===== config.mk =====
export PLATFORM = sky130hd
export DESIGN_NAME = stick_keyboard_line_editor
export DESIGN_NICKNAME = d
export VERILOG_FILES = /design/src/design/skle_pkg.sv /design/src/design/skle_text_ram.sv /design/src/design/stick_keyboard_line_editor.sv
export SDC_FILE = /design/constraint.sdc
export NUM_CORES = 2
export LEC_CHECK = 0
export ABC_AREA = 1
export BUFFER_PORTS_ARGS = -buffer_cell sky130_fd_sc_hd__buf_2
export CORE_MARGIN = 2
export CORE_UTILIZATION = 38
export DETAILED_ROUTE_END_ITERATION = 12
export PLACE_DENSITY = 0.57
export SYNTH_ARGS = -nofsm -noshare
export SYNTH_HDL_FRONTEND = slang
export SYNTH_SLANG_ARGS = --single-unit
export TNS_END_PERCENT = 100

===== constraint.sdc =====
create_clock -name clk -period 15.3 [get_ports clk]
set_input_delay 3.06 -clock clk [delete_from_list [all_inputs] [get_ports clk]]
set_output_delay 3.06 -clock clk [all_outputs]
set_load 0.01 [all_outputs]

===== src/design/skle_pkg.sv =====
// Shared types, constants and the key character table for the stick
// keyboard line editor. No dependencies.

package skle_pkg;

    typedef enum logic [2:0] {
        OP_KEY   = 3'd0,
        OP_BYTE  = 3'd1,
        OP_BKSP  = 3'd2,
        OP_LEFT  = 3'd3,
        OP_RIGHT = 3'd4,
        OP_ARM   = 3'd5,
        OP_READ  = 3'd6
    } op_t;

    localparam logic [7:0] CUT_LOW        = 8'd85;
    localparam logic [7:0] CUT_HIGH       = 8'd170;
    localparam logic [7:0] BACKSPACE_CODE = 8'h08;
    localparam logic [7:0] CONT_MASK      = 8'hC0;
    localparam logic [7:0] CONT_MARK      = 8'h80;
    localparam logic [8:0] CAP_RESET      = 9'd256;

    // [page][cell][face], page = {key_mode, shift_on}
    localparam logic [7:0] KEY_ROM [0:3][0:8][0:3] = '{
        '{ '{8'h2C, 8'h61, 8'h62, 8'h63}, '{8'h2E, 8'h64, 8'h65, 8'h66},
           '{8'h21, 8'h67, 8'h68, 8'h69}, '{8'h2D, 8'h6A, 8'h6B, 8'h6C},
           '{8'h08, 8'h6D, 8'h20, 8'h6E}, '{8'h3F, 8'h6F, 8'h70, 8'h71},
           '{8'h28, 8'h72, 8'h73, 8'h74}, '{8'h3A, 8'h75, 8'h76, 8'h77},
           '{8'h29, 8'h78, 8'h79, 8'h7A} },
        '{ '{8'h5E, 8'h41, 8'h42, 8'h43}, '{8'h40, 8'h44, 8'h45, 8'h46},
           '{8'h2A, 8'h47, 8'h48, 8'h49}, '{8'h5F, 8'h4A, 8'h4B, 8'h4C},
           '{8'h08, 8'h4D, 8'h20, 8'h4E}, '{8'h22, 8'h4F, 8'h50, 8'h51},
           '{8'h3D, 8'h52, 8'h53, 8'h54}, '{8'h3B, 8'h55, 8'h56, 8'h57},
           '{8'h2F, 8'h58, 8'h59, 8'h5A} },
        '{ '{8'h00, 8'h00, 8'h00, 8'h31}, '{8'h00, 8'h00, 8'h00, 8'h32},
           '{8'h00, 8'h00, 8'h00, 8'h33}, '{8'h00, 8'h00, 8'h00, 8'h34},
           '{8'h08, 8'h00, 8'h20, 8'h35}, '{8'h00, 8'h00, 8'h00, 8'h36},
           '{8'h00, 8'h00, 8'h00, 8'h37}, '{8'h00, 8'h00, 8'h00, 8'h38},
           '{8'h00, 8'h00, 8'h30, 8'h39} },
        '{ '{8'h2C, 8'h28, 8'h2E, 8'h29}, '{8'h22, 8'h3C, 8'h27, 8'h3E},
           '{8'h2D, 8'h5B, 8'h5F, 8'h5D}, '{8'h21, 8'h7B, 8'h3F, 8'h7D},
           '{8'h08, 8'h00, 8'h20, 8'h00}, '{8'h2B, 8'h5C, 8'h3D, 8'h2F},
           '{8'h3A, 8'h40, 8'h3B, 8'h23}, '{8'h7E, 8'h24, 8'h60, 8'h25},
           '{8'h2A, 8'h5E, 8'h7C, 8'h26} }
    };

    function automatic logic [1:0] axis_cut(input logic [7:0] v);
        logic [1:0] r;
        if (v < CUT_LOW) begin
            r = 2'd0;
        end else if (v > CUT_HIGH) begin
            r = 2'd2;
        end else begin
            r = 2'd1;
        end
        return r;
    endfunction

    function automatic logic [7:0] key_lookup(
        input logic       mode,
        input logic       shift,
        input logic [1:0] face,
        input logic [7:0] sx,
        input logic [7:0] sy
    );
        logic [3:0] cell_idx;
        cell_idx = 4'(axis_cut(sy)) * 4'd3 + 4'(axis_cut(sx));
        return KEY_ROM[{mode, shift}][cell_idx][face];
    endfunction

endpackage


===== src/design/skle_text_ram.sv =====
// Text byte store: one write port, one read port, registered read data.
// No dependencies.

module skle_text_ram #(
    parameter int DEPTH = 256,
    parameter int AW    = 8
) (
    input  logic          clk,
    input  logic          wr_en,
    input  logic [AW-1:0] wr_addr,
    input  logic [7:0]    wr_data,
    input  logic [AW-1:0] rd_addr,
    output logic [7:0]    rd_data
);

    logic [7:0] mem [DEPTH];
    logic [7:0] rd_data_reg;

    always_ff @(posedge clk)
    begin
        if (wr_en)
        begin
            mem[wr_addr] <= wr_data;
        end
    end

    always_ff @(posedge clk)
    begin
        rd_data_reg <= mem[rd_addr];
    end

    assign rd_data = rd_data_reg;

endmodule


===== src/design/stick_keyboard_line_editor.sv =====
// Stick keyboard line editor top level: sequencer, edit state, output register.
// Depends on skle_pkg and skle_text_ram.
//
// Processing: arm, rejected ops and moves at an end go straight to the
// result; read takes one text store read. Insert shifts the bytes from the
// cursor to the end up one place, one byte moved per cycle, then writes the
// new byte. Move scans over continuation bytes. Backspace scans back to the
// start of the character, then moves the following bytes down. One transaction
// at a time; the next can be taken from the cycle the result appears. Reset:
// length, cursor, replace-all cleared, capacity 256; store contents undefined
// until written.

module stick_keyboard_line_editor #(
    parameter int BUFFER_SIZE = 256
) (
    input  logic       clk,
    input  logic       rst_n,
    // input channel
    input  logic       in_valid,
    output logic       in_stall,
    input  logic [2:0] op,
    input  logic [7:0] stick_x,
    input  logic [7:0] stick_y,
    input  logic [1:0] face_button,
    input  logic       key_mode,
    input  logic       shift_on,
    input  logic [7:0] byte_value,
    input  logic [7:0] read_index,
    // output channel
    output logic       out_valid,
    input  logic       out_stall,
    output logic       changed,
    output logic [7:0] key_char,
    output logic [7:0] cursor_now,
    output logic [7:0] length_now,
    output logic       replace_now,
    output logic [7:0] read_data,
    // capacity register
    input  logic       cfg_wr_en,
    input  logic [8:0] cfg_wr_data
);

    localparam int AW   = $clog2(BUFFER_SIZE);
    localparam int CAPW = (AW + 1 > 9) ? AW + 1 : 9;
    localparam int WW   = (AW > 8) ? AW : 8;
    localparam logic [CAPW-1:0] BUF_CAP = CAPW'(BUFFER_SIZE);

    typedef enum logic [3:0] {
        S_IDLE,
        S_DECIDE,
        S_SCAN_L,
        S_SCAN_R,
        S_SHUP,
        S_SHDN,
        S_PUT,
        S_READ,
        S_FINISH
    } state_t;

    state_t             state_reg, state_next;
    logic [AW-1:0]      len_reg, len_next;
    logic [AW-1:0]      cur_reg, cur_next;
    logic               repl_reg, repl_next;
    logic [8:0]         cap_reg, cap_next;
    skle_pkg::op_t      op_reg, op_next;
    logic [7:0]         ch_reg, ch_next;
    logic [7:0]         kc_reg, kc_next;
    logic [7:0]         ridx_reg, ridx_next;
    logic [AW-1:0]      ptr_reg, ptr_next;   // scan position / shift source
    logic [AW-1:0]      wa_reg, wa_next;     // shift write address
    logic               pend_reg, pend_next; // read in flight, write due
    logic               chg_reg, chg_next;
    logic [7:0]         rd_reg, rd_next;

    logic               out_valid_reg, out_valid_next;
    logic               changed_reg, changed_next;
    logic [7:0]         key_char_reg, key_char_next;
    logic [7:0]         cursor_now_reg, cursor_now_next;
    logic [7:0]         length_now_reg, length_now_next;
    logic               replace_now_reg, replace_now_next;
    logic [7:0]         read_data_reg, read_data_next;

    // text store port
    logic               ram_we;
    logic [AW-1:0]      ram_waddr;
    logic [7:0]         ram_wdata;
    logic [AW-1:0]      ram_raddr;
    logic [7:0]         ram_rdata;

    // shared pointer stepper: down for left scans and upward shifts
    logic               step_down;
    logic [AW-1:0]      ptr_step;

    logic               accept;
    logic               is_cont;
    logic               cur_gt_len;
    logic [CAPW-1:0]    cap_ext, cap_eff, len_ext, ins_len_ext;
    logic [AW-1:0]      ins_len;
    logic [AW-1:0]      cur_dec, cur_inc, len_inc, wa_inc;
    logic [WW-1:0]      ridx_w, cur_w, len_w;
    logic               ridx_hit;
    logic               out_free;

    skle_text_ram #(
        .DEPTH (BUFFER_SIZE),
        .AW    (AW)
    ) u_text_ram (
        .clk     (clk),
        .wr_en   (ram_we),
        .wr_addr (ram_waddr),
        .wr_data (ram_wdata),
        .rd_addr (ram_raddr),
        .rd_data (ram_rdata)
    );

    assign accept    = in_valid && !in_stall;
    assign in_stall  = (state_reg != S_IDLE);
    assign out_free  = !out_valid_reg || !out_stall;

    assign step_down = (state_reg == S_SCAN_L) || (state_reg == S_SHUP);
    assign ptr_step  = ptr_reg + (step_down ? {AW{1'b1}} : AW'(1));

    // UTF-8 continuation byte is 10xxxxxx
    assign is_cont    = (ram_rdata & skle_pkg::CONT_MASK) == skle_pkg::CONT_MARK;
    assign cur_gt_len = cur_reg > len_reg;

    // capacity above the buffer size acts as the buffer size
    assign cap_ext     = CAPW'(cap_reg);
    assign cap_eff     = (cap_ext > BUF_CAP) ? BUF_CAP : cap_ext;
    assign len_ext     = CAPW'(len_reg);
    assign ins_len     = repl_reg ? '0 : len_reg;
    assign ins_len_ext = CAPW'(ins_len);

    assign cur_dec = cur_reg - AW'(1);
    assign cur_inc = cur_reg + AW'(1);
    assign len_inc = len_reg + AW'(1);
    assign wa_inc  = wa_reg + AW'(1);

    assign ridx_w   = WW'(ridx_reg);
    assign ridx_hit = ridx_w < WW'(len_reg);
    assign cur_w    = WW'(cur_reg);
    assign len_w    = WW'(len_reg);

    always_comb
    begin
        state_next       = state_reg;
        len_next         = len_reg;
        cur_next         = cur_reg;
        repl_next        = repl_reg;
        cap_next         = cfg_wr_en ? cfg_wr_data : cap_reg;
        op_next          = op_reg;
        ch_next          = ch_reg;
        kc_next          = kc_reg;
        ridx_next        = ridx_reg;
        ptr_next         = ptr_reg;
        wa_next          = wa_reg;
        pend_next        = pend_reg;
        chg_next         = chg_reg;
        rd_next          = rd_reg;
        out_valid_next   = (out_valid_reg && !out_stall) ? 1'b0 : out_valid_reg;
        changed_next     = changed_reg;
        key_char_next    = key_char_reg;
        cursor_now_next  = cursor_now_reg;
        length_now_next  = length_now_reg;
        replace_now_next = replace_now_reg;
        read_data_next   = read_data_reg;
        ram_we           = 1'b0;
        ram_waddr        = wa_reg;
        ram_wdata        = ram_rdata;
        ram_raddr        = ptr_step;

        case (state_reg)
            S_IDLE:
            begin
                if (accept)
                begin
                    op_next   = skle_pkg::op_t'(op);
                    kc_next   = skle_pkg::key_lookup(key_mode, shift_on, face_button,
                                                     stick_x, stick_y);
                    ch_next   = (skle_pkg::op_t'(op) == skle_pkg::OP_KEY) ? kc_next
                                                                            : byte_value;
                    ridx_next = read_index;
                    chg_next  = 1'b0;
                    rd_next   = 8'd0;
                    state_next = S_DECIDE;
                end
            end

            S_DECIDE:
            begin
                state_next = S_FINISH;
                case (op_reg)
                    skle_pkg::OP_KEY, skle_pkg::OP_BYTE:
                    begin
                        // zero, the backspace code, no room or a stray cursor: nothing
                        if (!(cap_eff == '0 || ch_reg == 8'd0 ||
                              ch_reg == skle_pkg::BACKSPACE_CODE ||
                              len_ext >= cap_eff || cur_gt_len))
                        begin
                            if (repl_reg)
                            begin
                                len_next  = '0;
                                cur_next  = '0;
                                repl_next = 1'b0;
                            end
                            // replace-all still happens when only room fails
                            if (ins_len_ext + CAPW'(1) < cap_eff)
                            begin
                                chg_next   = 1'b1;
                                ptr_next   = ins_len;
                                pend_next  = 1'b0;
                                state_next = S_SHUP;
                            end
                        end
                    end

                    skle_pkg::OP_BKSP:
                    begin
                        if (!cur_gt_len)
                        begin
                            if (repl_reg)
                            begin
                                chg_next  = (len_reg != '0);
                                len_next  = '0;
                                cur_next  = '0;
                                repl_next = 1'b0;
                            end
                            else if (cur_reg != '0)
                            begin
                                ram_raddr  = cur_dec;
                                ptr_next   = cur_dec;
                                state_next = S_SCAN_L;
                            end
                        end
                    end

                    skle_pkg::OP_LEFT:
                    begin
                        if (!cur_gt_len)
                        begin
                            chg_next  = repl_reg;
                            repl_next = 1'b0;
                            if (cur_reg != '0)
                            begin
                                ram_raddr  = cur_dec;
                                ptr_next   = cur_dec;
                                state_next = S_SCAN_L;
                            end
                        end
                    end

                    skle_pkg::OP_RIGHT:
                    begin
                        if (!cur_gt_len)
                        begin
                            chg_next  = repl_reg;
                            repl_next = 1'b0;
                            if (cur_reg != len_reg)
                            begin
                                ram_raddr  = cur_inc;
                                ptr_next   = cur_inc;
                                state_next = S_SCAN_R;
                            end
                        end
                    end

                    skle_pkg::OP_ARM:
                    begin
                        chg_next  = !repl_reg;
                        repl_next = 1'b1;
                    end

                    skle_pkg::OP_READ:
                    begin
                        ram_raddr  = ridx_w[AW-1:0];
                        state_next = S_READ;
                    end

                    default:
                    begin
                        state_next = S_FINISH;
                    end
                endcase
            end

            S_SCAN_L:
            begin
                // ram_rdata holds the byte at ptr_reg; the next one down is in flight
                if (ptr_reg == '0 || !is_cont)
                begin
                    chg_next = 1'b1;
                    cur_next = ptr_reg;
                    if (op_reg == skle_pkg::OP_BKSP)
                    begin
                        wa_next    = ptr_reg;
                        ptr_next   = cur_reg;
                        pend_next  = 1'b0;
                        state_next = S_SHDN;
                    end
                    else
                    begin
                        state_next = S_FINISH;
                    end
                end
                else
                begin
                    ptr_next = ptr_step;
                end
            end

            S_SCAN_R:
            begin
                if (ptr_reg == len_reg || !is_cont)
                begin
                    chg_next   = 1'b1;
                    cur_next   = ptr_reg;
                    state_next = S_FINISH;
                end
                else
                begin
                    ptr_next = ptr_step;
                end
            end

            S_SHUP:
            begin
                // byte read last cycle lands one place higher
                if (pend_reg)
                begin
                    ram_we = 1'b1;
                end
                if (ptr_reg > cur_reg)
                begin
                    wa_next   = ptr_reg;
                    ptr_next  = ptr_step;
                    pend_next = 1'b1;
                end
                else
                begin
                    pend_next = 1'b0;
                    if (!pend_reg)
                    begin
                        state_next = S_PUT;
                    end
                end
            end

            S_PUT:
            begin
                ram_we     = 1'b1;
                ram_waddr  = cur_reg;
                ram_wdata  = ch_reg;
                cur_next   = cur_inc;
                len_next   = len_inc;
                state_next = S_FINISH;
            end

            S_SHDN:
            begin
                // close the gap: source ptr_reg, destination wa_reg
                if (pend_reg)
                begin
                    ram_we  = 1'b1;
                    wa_next = wa_inc;
                end
                if (ptr_reg < len_reg)
                begin
                    ram_raddr = ptr_reg;
                    ptr_next  = ptr_step;
                    pend_next = 1'b1;
                end
                else
                begin
                    pend_next = 1'b0;
                    if (!pend_reg)
                    begin
                        len_next   = wa_reg;
                        state_next = S_FINISH;
                    end
                end
            end

            S_READ:
            begin
                rd_next    = ridx_hit ? ram_rdata : 8'd0;
                state_next = S_FINISH;
            end

            S_FINISH:
            begin
                if (out_free)
                begin
                    out_valid_next   = 1'b1;
                    changed_next     = chg_reg;
                    key_char_next    = (op_reg == skle_pkg::OP_KEY) ? kc_reg : 8'd0;
                    cursor_now_next  = cur_w[7:0];
                    length_now_next  = len_w[7:0];
                    replace_now_next = repl_reg;
                    read_data_next   = rd_reg;
                    state_next       = S_IDLE;
                end
            end

            default:
            begin
                state_next = S_IDLE;
            end
        endcase
    end

    always_ff @(posedge clk or negedge rst_n)
    begin
        if (!rst_n)
        begin
            state_reg       <= S_IDLE;
            len_reg         <= '0;
            cur_reg         <= '0;
            repl_reg        <= 1'b0;
            cap_reg         <= skle_pkg::CAP_RESET;
            op_reg          <= skle_pkg::OP_KEY;
            ch_reg          <= 8'd0;
            kc_reg          <= 8'd0;
            ridx_reg        <= 8'd0;
            ptr_reg         <= '0;
            wa_reg          <= '0;
            pend_reg        <= 1'b0;
            chg_reg         <= 1'b0;
            rd_reg          <= 8'd0;
            out_valid_reg   <= 1'b0;
            changed_reg     <= 1'b0;
            key_char_reg    <= 8'd0;
            cursor_now_reg  <= 8'd0;
            length_now_reg  <= 8'd0;
            replace_now_reg <= 1'b0;
            read_data_reg   <= 8'd0;
        end
        else
        begin
            state_reg       <= state_next;
            len_reg         <= len_next;
            cur_reg         <= cur_next;
            repl_reg        <= repl_next;
            cap_reg         <= cap_next;
            op_reg          <= op_next;
            ch_reg          <= ch_next;
            kc_reg          <= kc_next;
            ridx_reg        <= ridx_next;
            ptr_reg         <= ptr_next;
            wa_reg          <= wa_next;
            pend_reg        <= pend_next;
            chg_reg         <= chg_next;
            rd_reg          <= rd_next;
            out_valid_reg   <= out_valid_next;
            changed_reg     <= changed_next;
            key_char_reg    <= key_char_next;
            cursor_now_reg  <= cursor_now_next;
            length_now_reg  <= length_now_next;
            replace_now_reg <= replace_now_next;
            read_data_reg   <= read_data_next;
        end
    end

    assign out_valid   = out_valid_reg;
    assign changed     = changed_reg;
    assign key_char    = key_char_reg;
    assign cursor_now  = cursor_now_reg;
    assign length_now  = length_now_reg;
    assign replace_now = replace_now_reg;
    assign read_data   = read_data_reg;

    // cursor never sits past the text between transactions
    a_cur_in_text: assert property (@(posedge clk) disable iff (!rst_n)
        (state_reg == S_IDLE) |-> (cur_reg <= len_reg))
        else $error("cursor beyond text length while idle");

    // an accepted transaction always goes to the decision step
    a_accept_decide: assert property (@(posedge clk) disable iff (!rst_n)
        accept |=> (state_reg == S_DECIDE))
        else $error("accepted transaction did not reach decision step");

    // a result appears only from the finishing step
    a_result_source: assert property (@(posedge clk) disable iff (!rst_n)
        $rose(out_valid_reg) |-> $past(state_reg == S_FINISH))
        else $error("result raised outside finishing step");

    // upward shift never reads below the cursor
    a_shup_bound: assert property (@(posedge clk) disable iff (!rst_n)
        (state_reg == S_SHUP) |-> (ptr_reg >= cur_reg))
        else $error("upward shift source below cursor");

    // downward shift never reads past the text
    a_shdn_bound: assert property (@(posedge clk) disable iff (!rst_n)
        (state_reg == S_SHDN) |-> (ptr_reg <= len_reg && wa_reg <= ptr_reg))
        else $error("downward shift pointers out of order");

endmodule

== After elaboration in Yosys (flattened, before gate mapping) ==
Memory sizes are Yosys's and may differ from the RTL's. A register that Yosys moved wholly into a read port is not among the register bits.
Cells that the tools add are included.

* Register bits after elaboration: 118
* Bits in latches: 0
* RAM bits: 2048
* Memory bits (read-only): 0
* Input bits: 53
* Output and inout bits: 36
* Word-level logic and storage cells: 260
* Memories kept: 1

* Add/sub/neg operators: 7
* Multiply operators: 1
* Divide/modulo/power cells: 0
* $lt $le $gt $ge: 14
* Equal/unequal tests: 49
* Shift-type cells: 0
* Multiplexer cells: 116
* Bitwise gates (word level): 3
* Reductions and logical operators: 48

{| class="wikitable"
|+ Memory list
! name !! depth !! bits a word !! read ports !! clocked after memory_dff !! write ports !! line !! RTL
|-
| u_text_ram.mem || 256 || 8 || 1 || 1 || 1 || skle_text_ram.sv:16 || <nowiki>logic [7:0] mem [DEPTH];</nowiki>
|}

{| class="wikitable"
|+ Operators with widths
! kind !! number
|-
| binary-select mux 288 bit (select 2 bit) || 1
|-
| two-way mux 288 bit || 2
|-
| two-way mux 8 bit || 43
|-
| binary-select mux 32 bit (select 4 bit) || 1
|-
| case mux 8 bit (4 select lines) || 3
|-
| two-way mux 4 bit || 17
|-
| two-way mux 32 bit || 2
|-
| case mux 8 bit (2 select lines) || 4
|-
| case mux 8 bit (3 select lines) || 2
|-
| case mux 8 bit (5 select lines) || 1
|-
| case mux 4 bit (8 select lines) || 1
|-
| != test 2 bit, second input constant || 14
|-
| != test 3 bit, second input constant || 9
|-
| adder 8 x 1 -> 8 bit, second input constant || 3
|-
| two-way mux 1 bit || 23
|-
| case mux 4 bit (5 select lines) || 1
|-
| AND reduction 6 bit || 3
|-
| binary-select mux 8 bit (select 2 bit) || 1
|-
| == test 4 x 3 -> 1 bit, second input constant || 4
|-
| > comparator 8 bit || 2
|-
| > comparator 8 bit, second input constant || 2
|-
| logical NOT 8 bit || 2
|-
| < comparator 8 x 7 -> 1 bit, second input constant || 2
|-
| < comparator 8 bit || 2
|-
| other kinds (49) || 93
|}

== Depth between registers and ports, before layout ==
* Depth after elaboration: 15
* Depth in mapped cells: 29
* Depth with buffers taken out: 27

== Modules after synthesis ==
From an unflattened synthesis, not the netlist that was laid out.

* Cells, all modules: 8497
* Area, all modules: 93328.3 sq um

{| class="wikitable"
|+ Modules (own cells, without submodules)
! module !! times used !! cells an instance !! area each (sq um) !! seq. area each (sq um)
|-
| skle_text_ram || 1 || 7003 || 83396.2 || 61659.1
|-
| stick_keyboard_line_editor || 1 || 1494 || 9932.0 || 2929.1
|}

== Least setup slack after synthesis ==
Ideal clock, no wire load.

* Path kind: reg-to-reg
* From: reg state_reg[2]
* To: mem u_text_ram.mem[0][0] (data pin)
* Setup time: 2.189 ns
* Arrival: 10.961 ns
* Data required time: 13.111 ns
* Setup slack: 2.150 ns
* Stages on the path, launching flop included: 8
* Path buffers: 2
* Period minus slack after synthesis: 13.150 ns
* Cell sequence: dfrtp_1 > inv_2 > nor2_1 > inv_2 > nor3_2 > clkbuf_1 > buf_2 > o21ai_0

* Cells in the longest elaborated chain, start to end: 2

{| class="wikitable"
|+ RTL lines
! what !! line !! RTL
|-
| start, declared || stick_keyboard_line_editor.sv:60 || <nowiki>state_t state_reg, state_next;</nowiki>
|-
| start signal, assigned || stick_keyboard_line_editor.sv:439 || <nowiki>state_reg <= state_next;</nowiki>
|-
| == test 4 x 3 -> 1 bit || stick_keyboard_line_editor.sv:172 || <nowiki>case (state_reg)</nowiki>
|-
| two-way mux 8 bit || stick_keyboard_line_editor.sv:172 ||
|-
| net ram_wdata[0] || stick_keyboard_line_editor.sv:86 || <nowiki>logic [7:0] ram_wdata;</nowiki>
|-
| end, declared || skle_text_ram.sv:16 ||
|}

The timed path passes the listed nets, and every way through them passes these cells.

== Final worst setup path ==
* From: reg cur_reg[0]
* To: reg u_text_ram.rd_data_reg[1] (netlist: u_text_ram.rd_data[1]) (read register of u_text_ram.mem)

* Cells in the longest elaborated chain, start to end: 6
* Elaborated cells on any way between the ends: 13
* Classes of those cells: 2 x add/sub; 1 x order compare; 1 x eq/ne; 8 x mux; 1 x reduce/logical

{| class="wikitable"
|+ RTL lines
! what !! line !! RTL
|-
| start, declared || stick_keyboard_line_editor.sv:62 || <nowiki>logic [AW-1:0] cur_reg, cur_next;</nowiki>
|-
| start signal, assigned || stick_keyboard_line_editor.sv:441 || <nowiki>cur_reg <= cur_next;</nowiki>
|-
| subtractor 8 x 1 -> 8 bit / nonzero test 8 bit (equally long branches) || stick_keyboard_line_editor.sv:134, stick_keyboard_line_editor.sv:228, stick_keyboard_line_editor.sv:243 ||
|-
| two-way mux 8 bit || stick_keyboard_line_editor.sv:228, stick_keyboard_line_editor.sv:243 ||
|-
| two-way mux 8 bit || stick_keyboard_line_editor.sv:221 || <nowiki>if (repl_reg)</nowiki>
|-
| two-way mux 8 bit || stick_keyboard_line_editor.sv:219 || <nowiki>if (!cur_gt_len)</nowiki>
|-
| case mux 8 bit (4 select lines) (*) || stick_keyboard_line_editor.sv:192 || <nowiki>case (op_reg)</nowiki>
|-
| case mux 8 bit (2 select lines) (*) || stick_keyboard_line_editor.sv:172 ||
|-
| end, declared || skle_text_ram.sv:17 || <nowiki>logic [7:0] rd_data_reg;</nowiki>
|}

Every way passes the cells marked *; elsewhere a longest branch is shown, timed or not.
A chain may end at the register's enable or synchronous reset.

==> results.sh <==
export IMPL_status="finished, final reports clean"
export IMPL_cts_resized=0
export IMPL_cp_max_fo=95
export IMPL_drive_above_1_share_pct=6.44
export IMPL_grt_ovfl_total=0
export IMPL_hold_viol=0
export IMPL_vias=65400
export IMPL_final_cell_mix="2453 x nand3_1, 2077 x nand2_1, 2048 x edfxtp_1"
export IMPL_final_common_cell="nand3_1"
export IMPL_post_drt_via_cell_ratio=5.61
export IMPL_syn_nets=8539
export IMPL_synth_edf_count=2048
export IMPL_syn_cell_area_mm2=0.0935
export IMPL_h_tree_depth=4
export IMPL_cp_start_kind="register"
export IMPL_critPathCaptureType="register"
export IMPL_holdPathEnd="key_char[7]"
export IMPL_top_register="u_text_ram.mem"
export IMPL_setup_slack_ps=7200
export IMPL_wl_met3_um=22200
export IMPL_root_buffer="clkbuf_16"
export IMPL_r2r_setup_slack_ps=7200
export IMPL_synth_fa_ha_area_share_pct=1.05
export IMPL_ant_nets=0
export IMPL_synth_xor_area_share_pct=0.215
export IMPL_cap_violations=0
export IMPL_grt_pass1_wl_um=413000
export IMPL_largest_reg_flops=2048
export IMPL_drt_initial_drc_count=7263
export IMPL_clk_path_buf_depth=3
export IMPL_hold_buffers=0
export IMPL_post_cts_repair_setup_buffers=0
export IMPL_slew_headroom_pct=14.2
export IMPL_synth_top_family_by_area="simple AND/OR/NAND/NOR gates"
export IMPL_dp_slack_ps=7320
export IMPL_dr_pass1_iters=7
export IMPL_wl_met2_um=129000
export IMPL_crit_required_ps=16110
export IMPL_gp_congestion=0.931
export IMPL_m1WireLength_um=119000
export IMPL_max_freq_mhz=123
export IMPL_synth_compound_area_share_pct=2.31
export IMPL_skew_ps=32.3
export IMPL_synth_simple_area_share_pct=23.5
export IMPL_dpl_cell_area_mm2=0.0963
export IMPL_syn2layout_area_growth_pct=10.2
export IMPL_start_util_pct=38.1
export IMPL_core_area_mm2=0.245
export IMPL_std_cell_rows=182
export IMPL_cts_tree="done"
export IMPL_dp_hpwl_um=156000
export IMPL_top_layer="met4"
export IMPL_syn_avg_cell_area_um2=11.1
export IMPL_synthMuxAreaShare_pct=0.0120
export IMPL_dieWidth_um=500
export IMPL_fin_crit_ps=8100
export IMPL_synthCells=8409
export IMPL_n_fill_cell=22900
export IMPL_hold_path_class="reg -> reg"
export IMPL_wirelength_um=279000
export IMPL_grt_max_degree=190
export IMPL_rsz0062_at_grt="no"
export IMPL_clk_latency_ps=870
export IMPL_final_area_mm2=0.103
export IMPL_worstPathArrival_ps=8910
export IMPL_reg2reg_depth=26
export IMPL_cts_made_buffers=218
export IMPL_cts_sinks=2173
export IMPL_reg2reg_to="u_text_ram.rd_data[1]"
export IMPL_synth_seq_cells=2173
export IMPL_crit_type="reg -> reg"
export IMPL_fin_nets=8395
export IMPL_worst_r2r_startpoint="cur_reg[0]"
export IMPL_min_delay_start="key_char[7]"
export IMPL_async_flop_share_pct=5.38
export IMPL_yosysWarnings=0
export IMPL_worst_pin_slew_ps=1290
export IMPL_die_h_um=500
export IMPL_setup_tns_final_ps=0
export IMPL_drc=0
export IMPL_port_buffers=88
export IMPL_synth_seq_area_share_pct=69.1
export IMPL_grt_usage_pct=21.8
export IMPL_worstHoldPathCells=2
export IMPL_io_pin_count=89
export IMPL_wl_per_cell_um=23.9
export IMPL_ys_flop_type="edfxtp_1"
export IMPL_finalMaxSlewViolations=0
export IMPL_setup_violations=0
export IMPL_period_share_pct=52.9
export IMPL_design_die_area_mm2=0.250
export IMPL_clkSlewWorstSetupHoldPaths_ps=60
export IMPL_antenna_found_initial=4
export IMPL_grt_pass1_vias=61800
export IMPL_synth_cell_types=60
## cells by family after synthesis
logic type	count (synthesis)
AOI/OAI and AO/OA	371
DFF	2173
and+or+nand+nor	5004
adders and majority gates	77
muxes	1
xor gates and xnor gates	23
buffers and inverters	760
## layout make-up
class	count	area (um2)	share of cell area [%]
clock inverters	119	1010	0.978
multi-input cells	5476	25600	24.8
repair buffers	192	1340	1.30
clock buffers	279	5740	5.57
well taps	3220	4030	3.91
diodes	1	2.50	0.00243
inverters	204	776	0.753
flip-flops and latches	2173	64600	62.7
## worst max-delay path: stages, from the launching register on
cell	delay, ps
dfrtp_1	580
inv_1	300
ha_1	370
nand2_1	50
nor2_1	240
nand2_1	220
nand2_1	230
nand2_1	70
nand2_1	60
nor2_1	40
nand2_1	220
nand2_8	360
nand2_8	600
buf_4	900
buf_4	720
buf_4	680
buf_4	770
nand2_1	120
nand3_1	120
nand3_1	90
nand3_1	160
nand3_1	110
nand3_1	230
nand3_1	200
nand2_1	110
nand2_1	50
nand2_1	60
## metrics by stage
stage | hold WS [ps] | util (%) | cells
finish | 467 | 42.0 | 11700
global route | 499 | 42.0 | 11700
CTS | 472 | 42.0 | 11700
detailed placement | 457 | 39.3 | 11300
global placement | 446 | 39.3 | 11300
floorplan | 437 | - | 8409
## metal layers
| metal | track usage, % | vias to the layer above |
|---|---|---|
| li1 | - | 29700 |
| met1 | 30.6 | 32500 |
| met2 | 34.3 | 2738 |
| met3 | 3.51 | 453 |
| met4 | 7.20 | 0 |
| met5 | 0 | - |
## worst max path at each step
stage / start / to / depth (start not counted)
2_1_floorplan: state_reg[2] / u_text_ram.mem[0][0] / 7
3_3_place_gp: stick_y[0] / ch_reg[2] / 23
3_5_place_dp: cur_reg[0] / u_text_ram.rd_data[1] / 26
4_1_cts: cur_reg[0] / u_text_ram.rd_data[1] / 26
5_1_grt: cur_reg[0] / u_text_ram.rd_data[3] / 26
6_report: cur_reg[0] / u_text_ram.rd_data[1] / 26
## Yosys cell counts (3+ instances only)
cell type	instances	area (um2)
nand3_1	2453	12300
nand2_1	2095	7860
edfxtp_1	2048	61500
nor2_1	391	1470
buf_2	331	1660
inv_1	184	691
o21ai_0	178	891
clkbuf_1	157	589
dfrtp_1	116	2900
a21oi_1	74	370
ha_1	74	926
buf_4	28	210
buf_6	23	259
nor3_1	23	115
o22ai_1	20	125
xor2_1	20	175
o211ai_1	17	128
buf_1	16	60.1
o221ai_1	14	123
inv_2	13	48.8
nand4_1	11	68.8
o31ai_1	11	82.6
o2111ai_1	10	87.6
dfxtp_1	8	160
o21ai_1	8	40.0
clkinv_1	7	26.3
a31oi_1	6	37.5
nor2_2	6	37.5
o311ai_0	6	52.6
a211oi_1	5	37.5
nor4_1	5	31.3
a21o_1	4	30.0
o21a_1	4	30.0
a221oi_1	3	26.3
and2_1	3	18.8
fa_1	3	60.1
nand2_2	3	18.8
or2_2	3	18.8
xnor2_1	3	26.3
Power is not shown: default switching activity piles up to over one toggle a cycle in this logic, so the estimate is an artifact.
